`src/design/wrmm_pkg.sv`:
```
package wrmm_pkg;

  localparam int CHANNELS   = 16;
  localparam int WINDOW_MAX = 1024;

  localparam int CH_W       = (CHANNELS > 1) ? $clog2(CHANNELS) : 1;
  localparam int CH_IN_W    = 4;
  localparam int SAMPLE_W   = 16;
  localparam int LEVEL_W    = 16;
  localparam int LEN_W      = 11;
  localparam int RECIP_W    = 16;
  localparam int MASK_W     = 16;
  localparam int SUM_W      = 48;
  localparam int SQ_W       = 32;
  localparam int PROD_W     = SUM_W + RECIP_W;
  localparam int TICK_W     = $clog2(WINDOW_MAX + 1);
  localparam int LEN_CMP_W  = (LEN_W > TICK_W) ? LEN_W : TICK_W;
  localparam int ROOT_STEPS = SUM_W / 2;
  localparam int ROOT_CNT_W = $clog2(ROOT_STEPS);
  localparam int CFG_IDX_W  = 2;
  localparam int CFG_DATA_W = 16;

  typedef enum logic [CFG_IDX_W-1:0] {
    CFG_WINDOW_LENGTH = 2'd0,
    CFG_WINDOW_RECIP  = 2'd1,
    CFG_MEAN_MASK     = 2'd2
  } cfg_index_t;

  typedef struct packed {
    logic [LEN_W-1:0]   window_length;
    logic [RECIP_W-1:0] window_reciprocal;
    logic [MASK_W-1:0]  mean_mode_mask;
  } cfg_t;

  typedef struct packed {
    logic load_in;
    logic square;
    logic accumulate;
    logic rd;
    logic mul;
    logic root_init;
    logic root_step;
    logic emit;
    logic clr_tick;
  } dp_cmd_t;

  typedef struct packed {
    logic win_end;
    logic mean_sel;
    logic root_last;
    logic last_ch;
  } dp_status_t;

endpackage

```
`src/design/wrmm_cfg.sv`:
```
module wrmm_cfg (
  input  logic                              clk,
  input  logic                              rst,
  input  logic                              cfg_valid,
  output logic                              cfg_ready,
  input  logic [wrmm_pkg::CFG_IDX_W-1:0]    cfg_index,
  input  logic [wrmm_pkg::CFG_DATA_W-1:0]   cfg_data,
  output wrmm_pkg::cfg_t                    cfg
);
  import wrmm_pkg::*;

  assign cfg_ready = 1'b1;

  always_ff @(posedge clk) begin
    if (rst) begin
      cfg.window_length     <= LEN_W'(160);
      cfg.window_reciprocal <= RECIP_W'(410);
      cfg.mean_mode_mask    <= '0;
    end else if (cfg_valid) begin
      unique case (cfg_index)
        CFG_WINDOW_LENGTH: cfg.window_length     <= cfg_data[LEN_W-1:0];
        CFG_WINDOW_RECIP:  cfg.window_reciprocal <= cfg_data[RECIP_W-1:0];
        CFG_MEAN_MASK:     cfg.mean_mode_mask    <= cfg_data[MASK_W-1:0];
        default: begin
        end
      endcase
    end
  end

endmodule

```
`src/design/wrmm_ctrl.sv`:
```
module wrmm_ctrl (
  input  logic                  clk,
  input  logic                  rst,
  input  logic                  in_valid,
  output logic                  in_ready,
  output logic                  out_valid,
  input  logic                  out_ready,
  input  wrmm_pkg::dp_status_t  status,
  output wrmm_pkg::dp_cmd_t     cmd
);
  import wrmm_pkg::*;

  typedef enum logic [7:0] {
    S_IDLE  = 8'b0000_0001,
    S_SQR   = 8'b0000_0010,
    S_ADD   = 8'b0000_0100,
    S_RD    = 8'b0000_1000,
    S_MUL   = 8'b0001_0000,
    S_RINIT = 8'b0010_0000,
    S_ROOT  = 8'b0100_0000,
    S_OUT   = 8'b1000_0000
  } state_t;

  state_t state, state_next;
  logic   out_valid_next;

  always_comb begin
    state_next = state;
    cmd        = '0;
    in_ready   = 1'b0;
    unique case (state)
      S_IDLE: begin
        in_ready = 1'b1;
        if (in_valid) begin
          cmd.load_in = 1'b1;
          state_next  = S_SQR;
        end
      end
      S_SQR: begin
        cmd.square = 1'b1;
        state_next = S_ADD;
      end
      S_ADD: begin
        cmd.accumulate = 1'b1;
        state_next     = status.win_end ? S_RD : S_IDLE;
      end
      S_RD: begin
        cmd.rd     = 1'b1;
        state_next = S_MUL;
      end
      S_MUL: begin
        cmd.mul    = 1'b1;
        state_next = status.mean_sel ? S_OUT : S_RINIT;
      end
      S_RINIT: begin
        cmd.root_init = 1'b1;
        state_next    = S_ROOT;
      end
      S_ROOT: begin
        cmd.root_step = 1'b1;
        if (status.root_last) state_next = S_OUT;
      end
      S_OUT: begin
        if (!out_valid || out_ready) begin
          cmd.emit = 1'b1;
          if (status.last_ch) begin
            cmd.clr_tick = 1'b1;
            state_next   = S_IDLE;
          end else begin
            state_next = S_RD;
          end
        end
      end
      default: state_next = S_IDLE;
    endcase
  end

  always_comb begin
    out_valid_next = out_valid;
    if (cmd.emit) out_valid_next = 1'b1;
    else if (out_ready) out_valid_next = 1'b0;
  end

  always_ff @(posedge clk) begin
    if (rst) begin
      state     <= S_IDLE;
      out_valid <= 1'b0;
    end else begin
      state     <= state_next;
      out_valid <= out_valid_next;
    end
  end

endmodule

```
`src/design/wrmm_dp.sv`:
```
module wrmm_dp (
  input  logic                                clk,
  input  logic                                rst,
  input  wrmm_pkg::cfg_t                      cfg,
  input  wrmm_pkg::dp_cmd_t                   cmd,
  output wrmm_pkg::dp_status_t                status,
  input  logic [wrmm_pkg::CH_IN_W-1:0]        channel,
  input  logic signed [wrmm_pkg::SAMPLE_W-1:0] sample,
  input  logic                                tick_end,
  output logic [wrmm_pkg::CH_IN_W-1:0]        result_channel,
  output logic signed [wrmm_pkg::LEVEL_W-1:0] level,
  output logic                                last_channel
);
  import wrmm_pkg::*;

  localparam logic [CH_IN_W:0]       CHANNELS_EXT = (CH_IN_W+1)'(CHANNELS);
  localparam logic [LEN_CMP_W-1:0]   WMAX_EXT     = LEN_CMP_W'(WINDOW_MAX);
  localparam logic [SUM_W-1:0]       LEVEL_MAX    = SUM_W'(32767);
  localparam logic [SUM_W-1:0]       LEVEL_NEG    = SUM_W'(32768);
  localparam logic [PROD_W-1:0]      ROUND_HALF   = PROD_W'(32768);

  logic [CH_IN_W-1:0]          in_ch;
  logic signed [SAMPLE_W-1:0]  in_sample;
  logic                        in_tend;
  logic [SQ_W-1:0]             sq;
  logic signed [SUM_W-1:0]     sums [CHANNELS];
  logic [TICK_W-1:0]           tick;
  logic [CH_W-1:0]             idx;
  logic [SUM_W-1:0]            mag;
  logic                        neg;
  logic                        mean_sel;
  logic [PROD_W-1:0]           prod;
  logic [SUM_W-1:0]            rem;
  logic [SUM_W-1:0]            root;
  logic [SUM_W-1:0]            bitv;
  logic [ROOT_CNT_W-1:0]       root_cnt;

  logic                        ch_ok;
  logic [CH_W-1:0]             in_idx;
  logic signed [SUM_W:0]       addend;
  logic signed [SUM_W:0]       acc;
  logic signed [SUM_W-1:0]     acc_sat;
  logic [LEN_CMP_W-1:0]        wl_ext;
  logic [TICK_W-1:0]           len_eff;
  logic [TICK_W-1:0]           tick_next;
  logic signed [SUM_W-1:0]     rd_sum;
  logic [SUM_W-1:0]            trial;
  logic [PROD_W-1:0]           rounded;
  logic [SUM_W-1:0]            mean_v;
  logic [SUM_W-1:0]            root_r;
  logic [LEVEL_W-1:0]          level_next;

  assign ch_ok  = {1'b0, in_ch} < CHANNELS_EXT;
  assign in_idx = in_ch[CH_W-1:0];

  always_comb begin
    if (cfg.mean_mode_mask[in_ch]) addend = (SUM_W+1)'(in_sample);
    else addend = {{(SUM_W+1-SQ_W){1'b0}}, sq};
    acc = {sums[in_idx][SUM_W-1], sums[in_idx]} + addend;
    if (acc[SUM_W] != acc[SUM_W-1]) acc_sat = {acc[SUM_W], {(SUM_W-1){~acc[SUM_W]}}};
    else acc_sat = acc[SUM_W-1:0];
  end

  always_comb begin
    wl_ext = LEN_CMP_W'(cfg.window_length);
    if (wl_ext == '0) len_eff = TICK_W'(1);
    else if (wl_ext > WMAX_EXT) len_eff = TICK_W'(WINDOW_MAX);
    else len_eff = TICK_W'(wl_ext);
    tick_next = tick + TICK_W'(1);
  end

  assign rd_sum = sums[idx];
  assign trial  = root + bitv;

  always_comb begin
    rounded = prod + ROUND_HALF;
    mean_v  = rounded[PROD_W-1:RECIP_W];
    root_r  = root + SUM_W'(rem > root);
    if (mean_sel) begin
      if (neg) begin
        if (mean_v > LEVEL_NEG) level_next = LEVEL_W'(16'h8000);
        else level_next = LEVEL_W'(SUM_W'(0) - mean_v);
      end else begin
        if (mean_v > LEVEL_MAX) level_next = LEVEL_W'(16'h7FFF);
        else level_next = mean_v[LEVEL_W-1:0];
      end
    end else begin
      if (root_r > LEVEL_MAX) level_next = LEVEL_W'(16'h7FFF);
      else level_next = root_r[LEVEL_W-1:0];
    end
  end

  assign status.win_end   = in_tend && (tick_next >= len_eff);
  assign status.mean_sel  = mean_sel;
  assign status.root_last = root_cnt == '0;
  assign status.last_ch   = idx == CH_W'(CHANNELS - 1);

  always_ff @(posedge clk) begin
    if (rst) begin
      for (int i = 0; i < CHANNELS; i++) sums[i] <= '0;
      tick <= '0;
      idx  <= '0;
    end else begin
      if (cmd.accumulate) begin
        if (ch_ok) sums[in_idx] <= acc_sat;
        if (in_tend && !status.win_end) tick <= tick_next;
        idx <= '0;
      end
      if (cmd.emit) begin
        sums[idx] <= '0;
        idx       <= idx + CH_W'(1);
      end
      if (cmd.clr_tick) tick <= '0;
    end
  end

  always_ff @(posedge clk) begin
    if (cmd.load_in) begin
      in_ch     <= channel;
      in_sample <= sample;
      in_tend   <= tick_end;
    end
    if (cmd.square) sq <= SQ_W'(in_sample * in_sample);
    if (cmd.rd) begin
      mean_sel <= cfg.mean_mode_mask[idx];
      neg      <= rd_sum[SUM_W-1];
      if (cfg.mean_mode_mask[idx])
        mag <= rd_sum[SUM_W-1] ? SUM_W'(0) - SUM_W'(rd_sum) : SUM_W'(rd_sum);
      else
        mag <= rd_sum[SUM_W-1] ? '0 : SUM_W'(rd_sum);
    end
    if (cmd.mul) prod <= PROD_W'(mag) * PROD_W'(cfg.window_reciprocal);
    if (cmd.root_init) begin
      rem      <= prod[PROD_W-1:RECIP_W];
      root     <= '0;
      bitv     <= SUM_W'(1) << (SUM_W - 2);
      root_cnt <= ROOT_CNT_W'(ROOT_STEPS - 1);
    end
    if (cmd.root_step) begin
      if (rem >= trial) begin
        rem  <= rem - trial;
        root <= (root >> 1) + bitv;
      end else begin
        root <= root >> 1;
      end
      bitv     <= bitv >> 2;
      root_cnt <= root_cnt - ROOT_CNT_W'(1);
    end
    if (cmd.emit) begin
      result_channel <= CH_IN_W'(idx);
      level          <= level_next;
      last_channel   <= status.last_ch;
    end
  end

endmodule

```
`src/design/windowed_rms_mean_meter.sv`:
```
// Multichannel windowed RMS / mean meter.
// Input channel (in_valid/in_ready): one beat carries channel, sample (Q1.15)
// and tick_end. The block takes one beat, then squares and accumulates it
// before it can take the next beat.
// A beat with tick_end set closes a sampling tick; when the tick count
// reaches window_length, the block reports one beat per channel on the
// output channel (out_valid/out_ready), channel 0 first, last_channel set
// on the final one, clearing each sum as its result leaves.
// Per channel the report does one read and one 48x16 multiply; in RMS mode
// a root init step and a square-root unit that retires two bits of the
// 48-bit mean square per cycle follow. No input is taken until the report
// of a window is done.
// The result register holds one beat; while the receiver stalls, the report
// waits and the input channel stays closed until the report finishes.
// Configuration (cfg_valid/cfg_ready) is always ready; write only while idle.
// Synchronous reset restores window_length 160, reciprocal 410, RMS mode on
// all channels, and clears sums, tick count and out_valid.
module windowed_rms_mean_meter (
  input  logic                                 clk,
  input  logic                                 rst,
  input  logic                                 in_valid,
  output logic                                 in_ready,
  input  logic [wrmm_pkg::CH_IN_W-1:0]         channel,
  input  logic signed [wrmm_pkg::SAMPLE_W-1:0] sample,
  input  logic                                 tick_end,
  output logic                                 out_valid,
  input  logic                                 out_ready,
  output logic [wrmm_pkg::CH_IN_W-1:0]         result_channel,
  output logic signed [wrmm_pkg::LEVEL_W-1:0]  level,
  output logic                                 last_channel,
  input  logic                                 cfg_valid,
  output logic                                 cfg_ready,
  input  logic [wrmm_pkg::CFG_IDX_W-1:0]       cfg_index,
  input  logic [wrmm_pkg::CFG_DATA_W-1:0]      cfg_data
);
  import wrmm_pkg::*;

  cfg_t       cfg;
  dp_cmd_t    cmd;
  dp_status_t status;

  wrmm_cfg u_cfg (
    .clk       (clk),
    .rst       (rst),
    .cfg_valid (cfg_valid),
    .cfg_ready (cfg_ready),
    .cfg_index (cfg_index),
    .cfg_data  (cfg_data),
    .cfg       (cfg)
  );

  wrmm_ctrl u_ctrl (
    .clk       (clk),
    .rst       (rst),
    .in_valid  (in_valid),
    .in_ready  (in_ready),
    .out_valid (out_valid),
    .out_ready (out_ready),
    .status    (status),
    .cmd       (cmd)
  );

  wrmm_dp u_dp (
    .clk            (clk),
    .rst            (rst),
    .cfg            (cfg),
    .cmd            (cmd),
    .status         (status),
    .channel        (channel),
    .sample         (sample),
    .tick_end       (tick_end),
    .result_channel (result_channel),
    .level          (level),
    .last_channel   (last_channel)
  );

endmodule

```
`config.mk`:
```
export PLATFORM = sky130hd
export DESIGN_NAME = windowed_rms_mean_meter
export DESIGN_NICKNAME = d
export VERILOG_FILES = /design/src/design/wrmm_pkg.sv /design/src/design/wrmm_cfg.sv /design/src/design/wrmm_ctrl.sv /design/src/design/wrmm_dp.sv /design/src/design/windowed_rms_mean_meter.sv
export SDC_FILE = /design/constraint.sdc
export NUM_CORES = 2
export LEC_CHECK = 0
export BUFFER_PORTS_ARGS = -buffer_cell sky130_fd_sc_hd__buf_2
export CAP_MARGIN = 0
export CORE_ASPECT_RATIO = 0.9
export CORE_MARGIN = 2
export CORE_UTILIZATION = 60
export CTS_BUF_LIST = sky130_fd_sc_hd__clkbuf_2
export DETAILED_ROUTE_END_ITERATION = 16
export PLACE_DENSITY = 0.76
export SETUP_SLACK_MARGIN = 0.4
export SLEW_MARGIN = 15
export SYNTH_ARGS = -nofsm -noshare
export SYNTH_HDL_FRONTEND = slang
export SYNTH_HIERARCHICAL = 1
export SYNTH_SLANG_ARGS = --single-unit
```
`constraint.sdc`:
```
create_clock -name clk -period 8.35 [get_ports clk]
set_clock_uncertainty 0.05 [all_clocks]
set_input_delay 0.4175 -clock clk [delete_from_list [all_inputs] [get_ports clk]]
set_output_delay 0.4175 -clock clk [all_outputs]
set_load 0.02 [all_outputs]
```
==> results by stage <==
Detailed routing:
- The remaining antenna violation count after routing is 0.
- The final wirelength is 291.7 mm.
- The residual DRC count is 0.
- The average routed wire per standard cell is 23.34 um.
- The number of detailed-routing iterations run before antenna repair is 6.
- The total number of vias is 79310.
- The detailed router finished its first iteration with 8643 violations.
- In the routed layout, each cell is associated on average with a via count of between 6 and 7.

Cells and area:
- The fraction of the core area covered by cells at the end of the flow is 64.66%.
- After the last flow step, the layout net total stands at 11550.
- The number of fillers in the final layout is 12590.
- The synthesis-to-layout area growth is 6.896%.
- The share of post-route cells with drive strength above 1 is approximately an eighth.
- The number of cells in the finished layout apart from fillers is 12500.

Synth:
- sky130_fd_sc_hd__nand2_1 is the most common cell in the netlist.
- The share of synthesized area in the top cell type comes to 18.75%.
- Synthesis handed over a netlist of 10080 instances.
- After synthesis, flip-flops and latches occupy 26.56% of the total area.
- After synthesis, the share of flip-flops with an asynchronous set or reset is 0%.
- The flip-flop and latch count after synthesis is 1140.
- When the netlist entered floorplanning its net count stood at 11440.
- The most used flip-flop cell after synthesis is sky130_fd_sc_hd__dfxtp_1.
- Ranked by total cell area, the synthesized netlist is headed by sky130_fd_sc_hd__dfxtp_1, sky130_fd_sc_hd__fa_1, sky130_fd_sc_hd__mux4_2.
- The largest area contributor in the synthesized netlist is sky130_fd_sc_hd__dfxtp_1.
- Each instance of the synthesized netlist takes up on average 9.454 um^2.
- The commonest cells after synthesis are sky130_fd_sc_hd__nand2_1, sky130_fd_sc_hd__inv_1, sky130_fd_sc_hd__o21ai_0.
- The count of different cell masters after synthesis is 96.
- The mapped netlist covers 0.09526 mm^2.
- The warning count from the yosys run is 6.
- The synthesized design contains between 200 and 250 enable-type register cells.

Power:
- In this run, the combinational gates consume 53.1% of the power.
- In this run the static leakage power is 43.20 nW.
- The portion of total power attributed to the clock network is 18.1%.
- The total power per unit cell area is 217.2 mW/mm^2.
- The overall power is 22.11 mW.
- The net switching power is 9.597 mW.
- VDD sags by at most between 1 and 1.5 mV.
- The share of power burned in registers is 28.9%.
- Net switching is 43.40% of the power.
- The cell internal power dissipation is about 13 mW.

Worst setup path:
- Counting cells, the worst reg-to-reg path comes to 18.
- The peak per-stage delay on the critical path is 840 ps.
- Counting buffers and inverters, the worst setup path is 18 cells deep.
- Broken down by cell family, the worst path's largest delay share belongs to compound AO/OA/AOI/OAI gates.
- The type of the worst setup path is register to register.
- The largest individual stage delay along the critical path comes from the cell sky130_fd_sc_hd__or3_1.
- Traced cell by cell, the critical path runs through mux4_2, mux2_2, o21ai_4, buf_4, nand2_1, o21ai_0, ha_1, a21o_1, a21oi_1, nor2b_1, o31ai_1, and2_1, a2111oi_1, o311a_1, nor4_1, or3_1, maj3_1, o21ai_0.
- The capturing element type of the critical path is a register.
- By instance count, the cell type seen most on the critical path is sky130_fd_sc_hd__o21ai_0.
- At the worst endpoint, the required time is 9860 ps.
- In this run the worst path has a maximum fanout of 25.
- Across all register-to-register paths, the minimum setup slack is 640 ps.
- The count of buffering cells on the critical path with inverters included is 1.
- The worst setup path is launched from a register.
- The arrival time at the worst endpoint is 9220 ps.

Floorplanning:
- The placeable core area is 0.1575 mm^2.
- The starting utilization of the core area is roughly three fifths.
- The count of standard-cell rows is between 100 and 150.
- From left edge to right edge, the die measures 424.0 um.
- 68 I/O pins were placed.
- The overall die height is 382.0 um.
- The die area is 0.1620 mm^2.

CTS:
- Clock-pin slew was measured on the worst setup and hold paths at 120 ps.
- In this run the number of H-tree levels came out at 5.
- The clock root buffer is sky130_fd_sc_hd__clkbuf_2.
- The largest buffer count on any clock path is 4.
- For this design, the sink count on the clock tree is 1140.
- Clock latency on the worst-skew pair, taken at its later pin, is 1860 ps.
- TritonCTS built the clock tree.
- Clock tree synthesis inserted a total of 311 buffers.

GRT:
- The via count of the first global-routing pass is 81520.
- The number of antenna violations at the first check in global routing was 13.
- The first global-routing pass estimated 454.9 mm of wire.
- Summed over all layers, the global routing overflow is 0.
- Entering global routing, the biggest net connects 84 pins.
- Global routing consumed, over all layers together, 35.98% of the routing resources.

STA:
- Setup repair after global routing left no endpoint under its margin.
- The final period demand of the worst path is 7714 ps.
- Of the available clock period, the critical path in the final layout requires 92.38%.
- Setup violations remaining at the end of the flow were counted as 0.
- The worst pin sits at a relative slew slack of 12.15%.
- The highest achievable clock rate is 129.6 MHz.
- The final count of pins violating max slew was 0.
- The accumulated negative setup slack is 0 ps.
- The transition time at the pin with the least slew margin is 1318 ps.
- The final hold violation count is 0.

Job:
- The tool flagged a number of max-cap violations equal to 0.

Worst hold path:
- The worst min-delay path class is input port to register.
- Along the worst hold path, the cell count comes to 5.

Placement:
- Detailed placement ended at an HPWL of 205.6 mm.
- The count of port buffers added during placement is 66.
- The final weighted congestion of routability-driven global placement is 0.9651.
- The number of cells after detailed placement is ~12000.

Status:
- The flow ran to the end, and the final reports show no timing, DRC or antenna violations.
cells in the final DEF (no fill, tap or decap), types with 23 or more instances in the layout:
cell type / instances
sky130_fd_sc_hd__xnor2_1: 184
sky130_fd_sc_hd__clkinv_1: 70
sky130_fd_sc_hd__buf_4: 172
sky130_fd_sc_hd__mux2i_1: 132
sky130_fd_sc_hd__and2_1: 338
sky130_fd_sc_hd__nand2_1: 1668
sky130_fd_sc_hd__xor2_1: 101
sky130_fd_sc_hd__nor2_1: 321
sky130_fd_sc_hd__clkbuf_2: 417
sky130_fd_sc_hd__o21a_1: 46
sky130_fd_sc_hd__a22o_1: 51
sky130_fd_sc_hd__or3_1: 41
sky130_fd_sc_hd__a21oi_1: 357
sky130_fd_sc_hd__a211oi_1: 44
sky130_fd_sc_hd__a31oi_1: 54
sky130_fd_sc_hd__nand2b_1: 90
sky130_fd_sc_hd__buf_2: 65
sky130_fd_sc_hd__a21o_1: 157
sky130_fd_sc_hd__a311oi_1: 23
sky130_fd_sc_hd__inv_1: 1134
sky130_fd_sc_hd__dlygate4sd3_1: 137
sky130_fd_sc_hd__nor3_1: 115
sky130_fd_sc_hd__o211ai_1: 23
sky130_fd_sc_hd__ha_1: 436
sky130_fd_sc_hd__and3_1: 44
sky130_fd_sc_hd__o21ai_0: 949
sky130_fd_sc_hd__dfxtp_1: 882
sky130_fd_sc_hd__nand4_1: 64
sky130_fd_sc_hd__o31ai_1: 24
sky130_fd_sc_hd__edfxtp_1: 248
sky130_fd_sc_hd__nor4_1: 26
sky130_fd_sc_hd__mux4_2: 480
sky130_fd_sc_hd__fa_1: 882
sky130_fd_sc_hd__o21bai_1: 43
sky130_fd_sc_hd__mux2_2: 28
sky130_fd_sc_hd__nor2b_1: 36
sky130_fd_sc_hd__nor3b_1: 27
sky130_fd_sc_hd__o21ai_1: 23
sky130_fd_sc_hd__nand3_1: 109
cell families after synthesis:
family | count (synthesis) | synth area share [%]
adder cells (fa/ha/maj) | 1325 | 24.34
flip-flops | 1140 | 26.56
buffers and inverters | 1727 | 6.942
AND/OR/NAND/NOR | 3005 | 14.43
AO/OA/AOI/OAI | 1952 | 12.02
multiplexers | 641 | 13.08
XOR/XNOR | 285 | 2.620
other | 1 | 0.003937
registers in the layout, indices dropped and copies added (netlist names), 4 cells and up, named ones only:
| register | count |
|---|---|
| u_dp/in_ch | 4 |
| u_dp/sums | 768 |
| u_dp/sq | 31 |
| u_ctrl/state | 8 |
| u_cfg/cfg | 43 |
| u_dp/result_channel | 4 |
| u_dp/in_sample | 16 |
| u_dp/root | 48 |
| u_dp/rem | 48 |
| u_dp/level | 16 |
| u_dp/idx | 4 |
| u_dp/prod | 49 |
| u_dp/mag | 48 |
| u_dp/bitv | 24 |
| u_dp/tick | 11 |
| u_dp/root_cnt | 5 |
power by group through the flow:
| stage | Combinational (mW) | Sequential [mW] | Clock [mW] |
|---|---|---|---|
| floorplan | 8.52 | 6.41 | 0 |
| global placement | 11.1 | 6.51 | 0 |
| detailed placement | 11.4 | 6.50 | 0 |
| CTS | 11.6 | 6.38 | 4.04 |
| global route | 13.1 | 6.39 | 4.31 |
| finish | 11.7 | 6.39 | 4.00 |
final timing paths:
kind | startpoint | endpoint
max | u_dp/in_ch[0] | u_dp/sums[3][21]
min | cfg_data[14] | u_cfg/cfg[30]
max reg2reg | u_dp/in_ch[0] | u_dp/sums[3][21]
min reg2reg | u_dp/sums[2][0] | u_dp/sums[2][0]
layer usage:
layer / vias up / part of all wire, % / GRT usage [%]
met1: 38610 / 37 / 44.66
met2: 4956 / 46 / 56.88
met4: 8 / 6.2 / 21.18
li1: 34550 / - / -
met5: - / 0.020 / 0
met3: 1183 / 11 / 9.313
area by class of cell:
type                    count  area (um^2)  share of cell area [%]
well taps                2100         2628                   2.580
diodes                      8        20.02                 0.01966
flip-flops and latches   1140        25330                   24.88
clock inverters            94        516.7                  0.5075
multi-input cells        7209        63640                   62.49
inverters                1138         4272                   4.195
clock buffers             417         2087                   2.050
repair buffers            392         3336                   3.276
worst register-to-register path: stages (launching register included):
cell and delay (ps):
sky130_fd_sc_hd__edfxtp_1 650, sky130_fd_sc_hd__mux4_2 570, sky130_fd_sc_hd__mux2_2 310, sky130_fd_sc_hd__o21ai_4 450, sky130_fd_sc_hd__buf_4 360, sky130_fd_sc_hd__nand2_1 120
sky130_fd_sc_hd__o21ai_0 280, sky130_fd_sc_hd__ha_1 400, sky130_fd_sc_hd__a21o_1 180, sky130_fd_sc_hd__a21oi_1 170, sky130_fd_sc_hd__nor2b_1 90, sky130_fd_sc_hd__o31ai_1 560
sky130_fd_sc_hd__and2_1 350, sky130_fd_sc_hd__a2111oi_1 200, sky130_fd_sc_hd__o311a_1 400, sky130_fd_sc_hd__nor4_1 710, sky130_fd_sc_hd__or3_1 840, sky130_fd_sc_hd__maj3_1 730
sky130_fd_sc_hd__o21ai_0 180
metrics by stage:
step                      hold slack, ps  worst slack [ps]  cell area [um^2]
final                              186.0             636.3            101800
after floorplan                    386.2              1313             95260
after detailed placement           408.8             731.9             97760
after global placement             394.7             783.3             97750
after global routing               114.4             412.4            101800
after CTS                         0.2359             743.1            101700
repair_timing:
item	in CTS	in global routing
hold buffers	137	0
setup buffers	0	3
gates resized for setup	0	1
setup endpoints to repair	0	29
hold endpoints to repair	906	0
Power figures use the tool's default switching activity.
